### src/hdl/grid_region_merge_labeler_defines.svh
// ----------------------------------------------------------------------------
// Grid region merge labeler assertion macros
// Shared assertion forms, clocked on clk and disabled during reset.
// ----------------------------------------------------------------------------
`ifndef GRID_REGION_MERGE_LABELER_DEFINES_SVH
`define GRID_REGION_MERGE_LABELER_DEFINES_SVH

// antecedent implies consequent in the same cycle
`define GRML_ASSERT_IMP(lbl, a, c) \
    lbl: assert property (@(posedge clk) disable iff (!rst_n) (a) |-> (c)) \
        else $error("assertion failed");

// antecedent implies consequent in the following cycle
`define GRML_ASSERT_NXT(lbl, a, c) \
    lbl: assert property (@(posedge clk) disable iff (!rst_n) (a) |=> (c)) \
        else $error("assertion failed");

`endif

### src/hdl/grml_pkg.sv
// ----------------------------------------------------------------------------
// Grid region merge labeler package
// Fixed widths and constants shared by the cell chain and the controller.
// ----------------------------------------------------------------------------
package grml_pkg;

    localparam int SIZE_W  = 8;
    localparam int LBL_O_W = 7;

    localparam logic [SIZE_W-1:0] SIZE_MAX = 8'd255;

    typedef logic [SIZE_W-1:0] size_t;

endpackage

### src/hdl/grid_region_merge_labeler.sv
// ----------------------------------------------------------------------------
// Grid region merge labeler
// Online 4-connected region labeling over a ring of grid cells.
// ----------------------------------------------------------------------------
// A transaction is accepted when start is high and busy is low. The grid
// state lives in a ring of N = GRID_WIDTH*GRID_HEIGHT cells that rotates one
// place per cycle while a pass runs; each pass brings every cell past one
// head slot. A transaction takes three passes (neighbor gather, relabel/merge,
// size scan) plus a decision step. The result is shown for one cycle with done
// high and cannot be stalled; a new transaction may be accepted in that cycle.
`include "grid_region_merge_labeler_defines.svh"

module grid_region_merge_labeler
    import grml_pkg::*;
#(
    parameter int GRID_WIDTH  = 16,
    parameter int GRID_HEIGHT = 8
)
(
    input  logic         clk,
    input  logic         rst_n,
    input  logic         start,
    input  logic [3:0]   col,
    input  logic [2:0]   row,
    output logic         busy,
    output logic         done,
    output logic [6:0]   cell_label,
    output logic [7:0]   label_size,
    output logic [6:0]   largest_label,
    output logic [7:0]   largest_size,
    output logic         out_of_labels
);

    localparam int N   = GRID_WIDTH * GRID_HEIGHT;
    localparam int LW  = (N > 1) ? $clog2(N) : 1;
    localparam int NLW = $clog2(N + 1);

    localparam logic [2:0] PH_IDLE   = 3'd0;
    localparam logic [2:0] PH_GATHER = 3'd1;
    localparam logic [2:0] PH_DECIDE = 3'd2;
    localparam logic [2:0] PH_MERGE  = 3'd3;
    localparam logic [2:0] PH_SCAN   = 3'd4;

    logic          cv [N];
    logic [LW-1:0] cl [N];
    size_t         cs [N];

    logic          hv, nv, shift;
    logic [LW-1:0] hl, nl;
    size_t         hs, ns;

    logic [2:0]     ph_reg, ph_next;
    logic [LW-1:0]  k_reg, k_next;
    logic [LW-1:0]  idx_reg, idx_next;
    logic           ingrid_reg, ingrid_next;
    logic [3:0]     nbin_reg, nbin_next;
    logic [LW-1:0]  nbidx_reg [4];
    logic [LW-1:0]  nbidx_next [4];
    logic [3:0]     has_reg, has_next;
    logic [LW-1:0]  nb_reg [4];
    logic [LW-1:0]  nb_next [4];
    logic [LW-1:0]  minl_reg, minl_next;
    logic           wr_reg, wr_next;
    logic           flag_reg, flag_next;
    logic [NLW-1:0] nxt_reg, nxt_next;
    size_t          base_reg, base_next;
    size_t          sum_reg, sum_next;
    size_t          best_reg, best_next;
    logic [LW-1:0]  bestl_reg, bestl_next;
    logic           done_reg;
    logic [6:0]     cell_label_reg, largest_label_reg;
    size_t          label_size_reg, largest_size_reg;
    logic           ool_reg;

    logic [12:0]    idx_full;
    logic [LW-1:0]  idx_c;
    logic           any_c;
    logic [LW-1:0]  min_c;
    logic           l_merge, k_merge, last;
    logic [8:0]     sum_t;
    logic [9:0]     tot_t;
    size_t          final_c;

    assign shift = (ph_reg == PH_GATHER) || (ph_reg == PH_MERGE) || (ph_reg == PH_SCAN);
    assign last  = (k_reg == LW'(N - 1));

    genvar g;
    generate
        for (g = 0; g < N; g++)
        begin : g_ring
            if (g == N - 1)
            begin : g_tail
                grml_cell #(.LW(LW)) u_cell (
                    .clk(clk), .rst_n(rst_n), .shift(shift),
                    .d_valid(nv), .d_label(nl), .d_size(ns),
                    .q_valid(cv[g]), .q_label(cl[g]), .q_size(cs[g])
                );
            end
            else
            begin : g_body
                grml_cell #(.LW(LW)) u_cell (
                    .clk(clk), .rst_n(rst_n), .shift(shift),
                    .d_valid(cv[g+1]), .d_label(cl[g+1]), .d_size(cs[g+1]),
                    .q_valid(cv[g]), .q_label(cl[g]), .q_size(cs[g])
                );
            end
        end
    endgenerate

    assign hv = cv[0];
    assign hl = cl[0];
    assign hs = cs[0];

    assign idx_full = 13'(col) * 13'(GRID_HEIGHT) + 13'(row);
    assign idx_c    = idx_full[LW-1:0];

    always_comb
    begin
        any_c = 1'b0;
        min_c = '0;
        for (int j = 0; j < 4; j++)
        begin
            if (has_reg[j] && (!any_c || nb_reg[j] < min_c))
            begin
                min_c = nb_reg[j];
                any_c = 1'b1;
            end
        end
    end

    always_comb
    begin
        l_merge = 1'b0;
        k_merge = 1'b0;
        for (int j = 0; j < 4; j++)
        begin
            if (has_reg[j] && nb_reg[j] != minl_reg)
            begin
                if (nb_reg[j] == hl)
                    l_merge = 1'b1;
                if (nb_reg[j] == k_reg)
                    k_merge = 1'b1;
            end
        end
    end

    assign sum_t   = 9'(sum_reg) + 9'(hs);
    assign tot_t   = 10'(base_reg) + 10'd1 + 10'(sum_reg);
    assign final_c = (tot_t > 10'(SIZE_MAX)) ? SIZE_MAX : tot_t[7:0];

    always_comb
    begin
        ph_next     = ph_reg;
        k_next      = k_reg;
        idx_next    = idx_reg;
        ingrid_next = ingrid_reg;
        nbin_next   = nbin_reg;
        nbidx_next  = nbidx_reg;
        has_next    = has_reg;
        nb_next     = nb_reg;
        minl_next   = minl_reg;
        wr_next     = wr_reg;
        flag_next   = flag_reg;
        nxt_next    = nxt_reg;
        base_next   = base_reg;
        sum_next    = sum_reg;
        best_next   = best_reg;
        bestl_next  = bestl_reg;
        nv          = hv;
        nl          = hl;
        ns          = hs;

        case (ph_reg)
            PH_IDLE:
            begin
                if (start)
                begin
                    ph_next       = PH_GATHER;
                    k_next        = '0;
                    idx_next      = idx_c;
                    ingrid_next   = (32'(col) < 32'(GRID_WIDTH)) &&
                                    (32'(row) < 32'(GRID_HEIGHT));
                    nbin_next[0]  = (32'(row) + 32'd1 < 32'(GRID_HEIGHT));
                    nbin_next[1]  = (row != 3'd0);
                    nbin_next[2]  = (col != 4'd0);
                    nbin_next[3]  = (32'(col) + 32'd1 < 32'(GRID_WIDTH));
                    nbidx_next[0] = idx_c + LW'(1);
                    nbidx_next[1] = idx_c - LW'(1);
                    nbidx_next[2] = idx_c - LW'(GRID_HEIGHT);
                    nbidx_next[3] = idx_c + LW'(GRID_HEIGHT);
                    has_next      = '0;
                end
            end
            PH_GATHER:
            begin
                for (int j = 0; j < 4; j++)
                begin
                    if (ingrid_reg && nbin_reg[j] && k_reg == nbidx_reg[j])
                    begin
                        has_next[j] = hv;
                        nb_next[j]  = hl;
                    end
                end
                k_next = last ? '0 : k_reg + LW'(1);
                if (last)
                    ph_next = PH_DECIDE;
            end
            PH_DECIDE:
            begin
                wr_next   = 1'b0;
                flag_next = 1'b0;
                minl_next = min_c;
                base_next = '0;
                sum_next  = '0;
                best_next = '0;
                bestl_next = '0;
                if (ingrid_reg)
                begin
                    if (!any_c)
                    begin
                        if (nxt_reg >= NLW'(N))
                            flag_next = 1'b1;
                        else
                        begin
                            wr_next   = 1'b1;
                            minl_next = nxt_reg[LW-1:0];
                            nxt_next  = nxt_reg + NLW'(1);
                        end
                    end
                    else
                        wr_next = 1'b1;
                end
                ph_next = PH_MERGE;
            end
            PH_MERGE:
            begin
                if (wr_reg)
                begin
                    if (k_reg == idx_reg)
                    begin
                        nv = 1'b1;
                        nl = minl_reg;
                    end
                    else if (hv && l_merge)
                        nl = minl_reg;
                    if (k_reg == minl_reg)
                        base_next = hs;
                    if (k_merge)
                    begin
                        sum_next = (sum_t > 9'(SIZE_MAX)) ? SIZE_MAX : sum_t[7:0];
                        ns       = '0;
                    end
                end
                k_next = last ? '0 : k_reg + LW'(1);
                if (last)
                    ph_next = PH_SCAN;
            end
            PH_SCAN:
            begin
                if (wr_reg && k_reg == minl_reg)
                    ns = final_c;
                if (ns > best_reg)
                begin
                    best_next  = ns;
                    bestl_next = k_reg;
                end
                k_next = last ? '0 : k_reg + LW'(1);
                if (last)
                    ph_next = PH_IDLE;
            end
            default:
            begin
                ph_next = PH_IDLE;
            end
        endcase
    end

    always_ff @(posedge clk or negedge rst_n)
    begin
        if (!rst_n)
        begin
            ph_reg   <= PH_IDLE;
            k_reg    <= '0;
            nxt_reg  <= '0;
            done_reg <= 1'b0;
        end
        else
        begin
            ph_reg   <= ph_next;
            k_reg    <= k_next;
            nxt_reg  <= nxt_next;
            done_reg <= (ph_reg == PH_SCAN) && last;
        end
    end

    always_ff @(posedge clk)
    begin
        idx_reg    <= idx_next;
        ingrid_reg <= ingrid_next;
        nbin_reg   <= nbin_next;
        nbidx_reg  <= nbidx_next;
        has_reg    <= has_next;
        nb_reg     <= nb_next;
        minl_reg   <= minl_next;
        wr_reg     <= wr_next;
        flag_reg   <= flag_next;
        base_reg   <= base_next;
        sum_reg    <= sum_next;
        best_reg   <= best_next;
        bestl_reg  <= bestl_next;
        if ((ph_reg == PH_SCAN) && last)
        begin
            cell_label_reg    <= wr_reg ? 7'(minl_reg) : 7'd0;
            label_size_reg    <= wr_reg ? final_c : '0;
            largest_label_reg <= 7'(bestl_next);
            largest_size_reg  <= best_next;
            ool_reg           <= flag_reg;
        end
    end

    assign busy          = (ph_reg != PH_IDLE);
    assign done          = done_reg;
    assign cell_label    = cell_label_reg;
    assign label_size    = label_size_reg;
    assign largest_label = largest_label_reg;
    assign largest_size  = largest_size_reg;
    assign out_of_labels = ool_reg;

    `GRML_ASSERT_IMP(a_done_idle, done_reg, ph_reg == PH_IDLE)
    `GRML_ASSERT_NXT(a_accept_busy, start && !busy, busy && ph_reg == PH_GATHER)
    `GRML_ASSERT_IMP(a_flag_empty, done_reg && ool_reg, cell_label_reg == 7'd0 && label_size_reg == 8'd0)
    `GRML_ASSERT_IMP(a_next_bound, 1'b1, nxt_reg <= NLW'(N))

endmodule

### src/hdl/grml_cell.sv
// ----------------------------------------------------------------------------
// Grid region merge labeler cell
// One ring stage: a grid entry (valid, label) and the size of one label.
// ----------------------------------------------------------------------------
module grml_cell
    import grml_pkg::*;
#(
    parameter int LW = 7
)
(
    input  logic          clk,
    input  logic          rst_n,
    input  logic          shift,
    input  logic          d_valid,
    input  logic [LW-1:0] d_label,
    input  size_t         d_size,
    output logic          q_valid,
    output logic [LW-1:0] q_label,
    output size_t         q_size
);

    logic          valid_reg;
    logic [LW-1:0] label_reg;
    size_t         size_reg;

    always_ff @(posedge clk or negedge rst_n)
    begin
        if (!rst_n)
        begin
            valid_reg <= 1'b0;
            size_reg  <= '0;
        end
        else if (shift)
        begin
            valid_reg <= d_valid;
            size_reg  <= d_size;
        end
    end

    always_ff @(posedge clk)
    begin
        if (shift)
        begin
            label_reg <= d_label;
        end
    end

    assign q_valid = valid_reg;
    assign q_label = label_reg;
    assign q_size  = size_reg;

endmodule
### config.mk
export PLATFORM = sky130hd
export DESIGN_NAME = grid_region_merge_labeler
export DESIGN_NICKNAME = d
export VERILOG_FILES = /design/src/hdl/grml_pkg.sv /design/src/hdl/grid_region_merge_labeler.sv /design/src/hdl/grml_cell.sv
export VERILOG_INCLUDE_DIRS = /design/src /design/src/hdl
export SDC_FILE = /design/constraint.sdc
export NUM_CORES = 2
export LEC_CHECK = 0
export CORE_UTILIZATION = 40
export DETAILED_ROUTE_END_ITERATION = 6
export DONT_BUFFER_PORTS = 1
export GPL_TIMING_DRIVEN = 0
export PLACE_DENSITY_LB_ADDON = 0.15
export SYNTH_ARGS = -nofsm -noshare
export SYNTH_HDL_FRONTEND = slang
export SYNTH_SLANG_ARGS = --single-unit
### constraint.sdc
create_clock -name clk -period 36.3 [get_ports clk]
set_input_delay 3.63 -clock clk [delete_from_list [all_inputs] [get_ports clk]]
set_output_delay 3.63 -clock clk [all_outputs]
set_load 0.05 [all_outputs]
==> impl_metrics.json <==
{
  "viasPerCell": 4.51,
  "combPwrFrac_pct": 2.7,
  "cts_setup_buffers": 0,
  "cts_resized": 0,
  "dp_hpwl_um": 77300,
  "yosysWarnings": 0,
  "track_usage_pct": 13.5,
  "power_density_nw_per_um2": 58.5,
  "intPower_uw": 4170,
  "end_kind": "flop",
  "synth_compound_area_share_pct": 1.10,
  "grt_overflow": 0,
  "drc": 0,
  "multi_input_area_um2": 17200,
  "area_growth_pct": 14.4,
  "async_reset_ff_share_pct": 53.2,
  "cts_inserted_buffers": 223,
  "synthSimpleGateAreaFrac_pct": 17.7,
  "clock_latency_ns": 0.83,
  "netlist_instances": 6564,
  "drt_iter0_drc": 3118,
  "tightest_slew_ns": 1.24,
  "synth_area_leaders": "edfxtp_1, dfrtp_1, nand2_1",
  "finalMaxSlewViolations": 0,
  "cts_max_path_buffers": 3,
  "tritoncts": "yes",
  "r2r_start": "has_reg[0]",
  "crit_slowest_cell": "a31oi_1",
  "syn_nets": 6626,
  "critPathBufInv": 3,
  "dpl.cell_count": 9208,
  "ys_ff_latch": 2201,
  "seq_area_um2": 60100,
  "gp_congestion": 0.800,
  "wl_um": 131000,
  "fmax_ghz": 0.156,
  "synth_common_cells": "nand2_1, dfrtp_1, edfxtp_1, clkbuf_1, xnor2_1",
  "grt_max_degree": 281,
  "drive_gt1_share_pct": 5.97,
  "die_x_um": 445,
  "vias": 43400,
  "fin_nets": 6873,
  "hold_violations": 0,
  "synth_top_family_by_area": "simple AND/OR/NAND/NOR gates",
  "cts_root_buf": "clkbuf_16",
  "rsz0062_at_grt": "no",
  "yosysMostFrequentCell": "nand2_1",
  "ys_types": 62,
  "max_slew_margin_pct": 16.9,
  "cp-start-kind": "flop",
  "finalNonFillerCells": 9625,
  "yosysTopAreaCell": "edfxtp_1",
  "wire_per_inst_um": 13.6,
  "antenna_found_initial": 4,
  "netSwitchingFraction_pct": 20.8,
  "largest_register_ffs": 1016,
  "die_y_um": 445,
  "grt_pass1_wl_um": 223000,
  "tns_ns": 0,
  "fin_skew_ns": 0.0224,
  "fp.dieArea_um2": 198000,
  "setup_viol": 0,
  "irDropWorstVdd_mv": 0.0529,
  "leakagePower_uw": 0.0427,
  "worstSetupPathType": "reg2reg",
  "synth-main-ff-cell": "dfrtp_1",
  "cap_violations": 0,
  "crit_start": "has_reg[0]",
  "status": "finished clean",
  "clkTransAtPathRegs_ns": 0.06,
  "ys_seq_area_share_pct": 76.4,
  "worst_hold_startpoint": "g_ring[18].g_body.u_cell.q_label[0]",
  "synthAdderAreaFrac_pct": 0.846,
  "pin_count": 43,
  "clock-sinks": 2201,
  "syn_area_um2": 78700,
  "core_um2": 195000,
  "h-tree-depth": 4,
  "nFillCells": 17800,
  "crit_arrival_ns": 6.93,
  "holdBufCountCts": 0,
  "critPathTopFamily": "compound AO/OA/AOI/OAI gates",
  "synth_edf_count": 1015,
  "syn_avg_cell_area_um2": 12.0,
  "pwr-share-clk_pct": 43.9,
  "synth_mux_area_share_pct": 0.420,
  "drt_first_pass_iters": 7,
  "synth.top_cell.area_share_pct": 38.7,
  "regToRegSetupSlack_ns": 29.90,
  "fin_crit_sh_pct": 17.6,
  "fin_util_pct": 46.1,
  "io_buffers": 0,
  "synthXorXnorAreaFrac_pct": 1.70,
  "switchingPower_uw": 1100,
  "fin_crit_ns": 6.40,
  "cp.required_ns": 36.83,
  "hp-class": "reg2reg",
  "grt_pass1_vias": 42700,
  "cp_slowest_stage_delay_ns": 0.51,
  "crit_chain": "clkbuf_1 -> nand2_1 -> ha_1 -> a211oi_1 -> o21ai_0 -> a21oi_1 -> clkbuf_1 -> o21ai_0 -> o31ai_1 -> inv_1 -> ha_1 -> a2111oi_0 -> nand2_1 -> o21a_1 -> a21boi_2 -> mux2i_1 -> ha_1 -> and4_1 -> nand2_1 -> nand4b_1 -> nor4_1 -> a21o_1 -> a31oi_1 -> o221ai_1",
  "postRouteAntennaNets": 0,
  "initial_core_util_pct": 40.3,
  "p_seq_share_pct": 53.4,
  "rows": 162,
  "worstPathMaxFanout": 10
}
path summary, 6_finish.rpt:
check	to	cells after the start
setup / recovery	minl_reg[5]	24
setup reg to reg	minl_reg[5]	24
hold reg to reg	g_ring[17].g_body.u_cell.q_label[0]	0
min in group asynchronous	g_ring[52].g_body.u_cell.q_size[7]	0
max in group asynchronous	g_ring[13].g_body.u_cell.q_size[3]	3
hold / removal	g_ring[17].g_body.u_cell.q_label[0]	0
cells by family after synthesis:
logic type      Yosys count
buf+inv                 360
fa+ha+maj                52
flops                  2201
compound gates          125
xor+xnor                153
mux                      32
simple gates           3641
area by class of cell:
cell class	instances	share of cell area (%)
Buffer	301	1.33
Multi-Input combinational cell	4003	19.1
Sequential cell	2201	66.8
Clock inverter	120	1.44
Antenna cell	1	0.00278
Tap cell	2624	3.65
Clock buffer	294	6.85
Timing Repair Buffer	22	0.656
Inverter	59	0.246
per-stage QoR:
| step | total power [uW] | worst slack [ns] | hold WS [ns] | cell area [um^2] |
|---|---|---|---|---|
| 2_1_floorplan | 2950 | 9.20 | 0.400 | 78700 |
| 3_3_place_gp | 3000 | -0.0289 | 0.402 | 81900 |
| 3_5_place_dp | 3010 | 30.00 | 0.405 | 82500 |
| 4_1_cts | 5360 | 29.96 | 0.398 | 89900 |
| 5_1_grt | 5480 | 29.28 | 0.405 | 90000 |
| 6_report | 5270 | 29.90 | 0.406 | 90000 |
cell usage in the layout (no fill, tap or decap), types with 32 or more instances in the layout:
| cell type | count |
|---|---|
| dfrtp_1 | 1171 |
| nor2_1 | 34 |
| ha_1 | 50 |
| clkbuf_1 | 298 |
| nand2_1 | 3482 |
| clkinv_2 | 47 |
| inv_1 | 55 |
| xnor2_1 | 128 |
| clkbuf_16 | 227 |
| edfxtp_1 | 1015 |
| a21oi_1 | 32 |
power by group through the flow:
stage | combinational (uW) | sequential [uW] | clock [uW]
3_5_place_dp | 145 | 2860 | 0
3_3_place_gp | 114 | 2880 | 0
5_1_grt | 161 | 2830 | 2490
4_1_cts | 146 | 2820 | 2390
2_1_floorplan | 87.2 | 2860 | 0
6_report | 142 | 2820 | 2310
metal layers:
metal	routed length, um	up-vias	GRT usage, %
met1	67700	21000	20.8
met4	3060	0	4.49
li1	-	21700	-
met2	55000	522	19.1
met5	0	-	0
met3	4790	224	2.56
No activity file was read; power rests on OpenSTA's default activity.
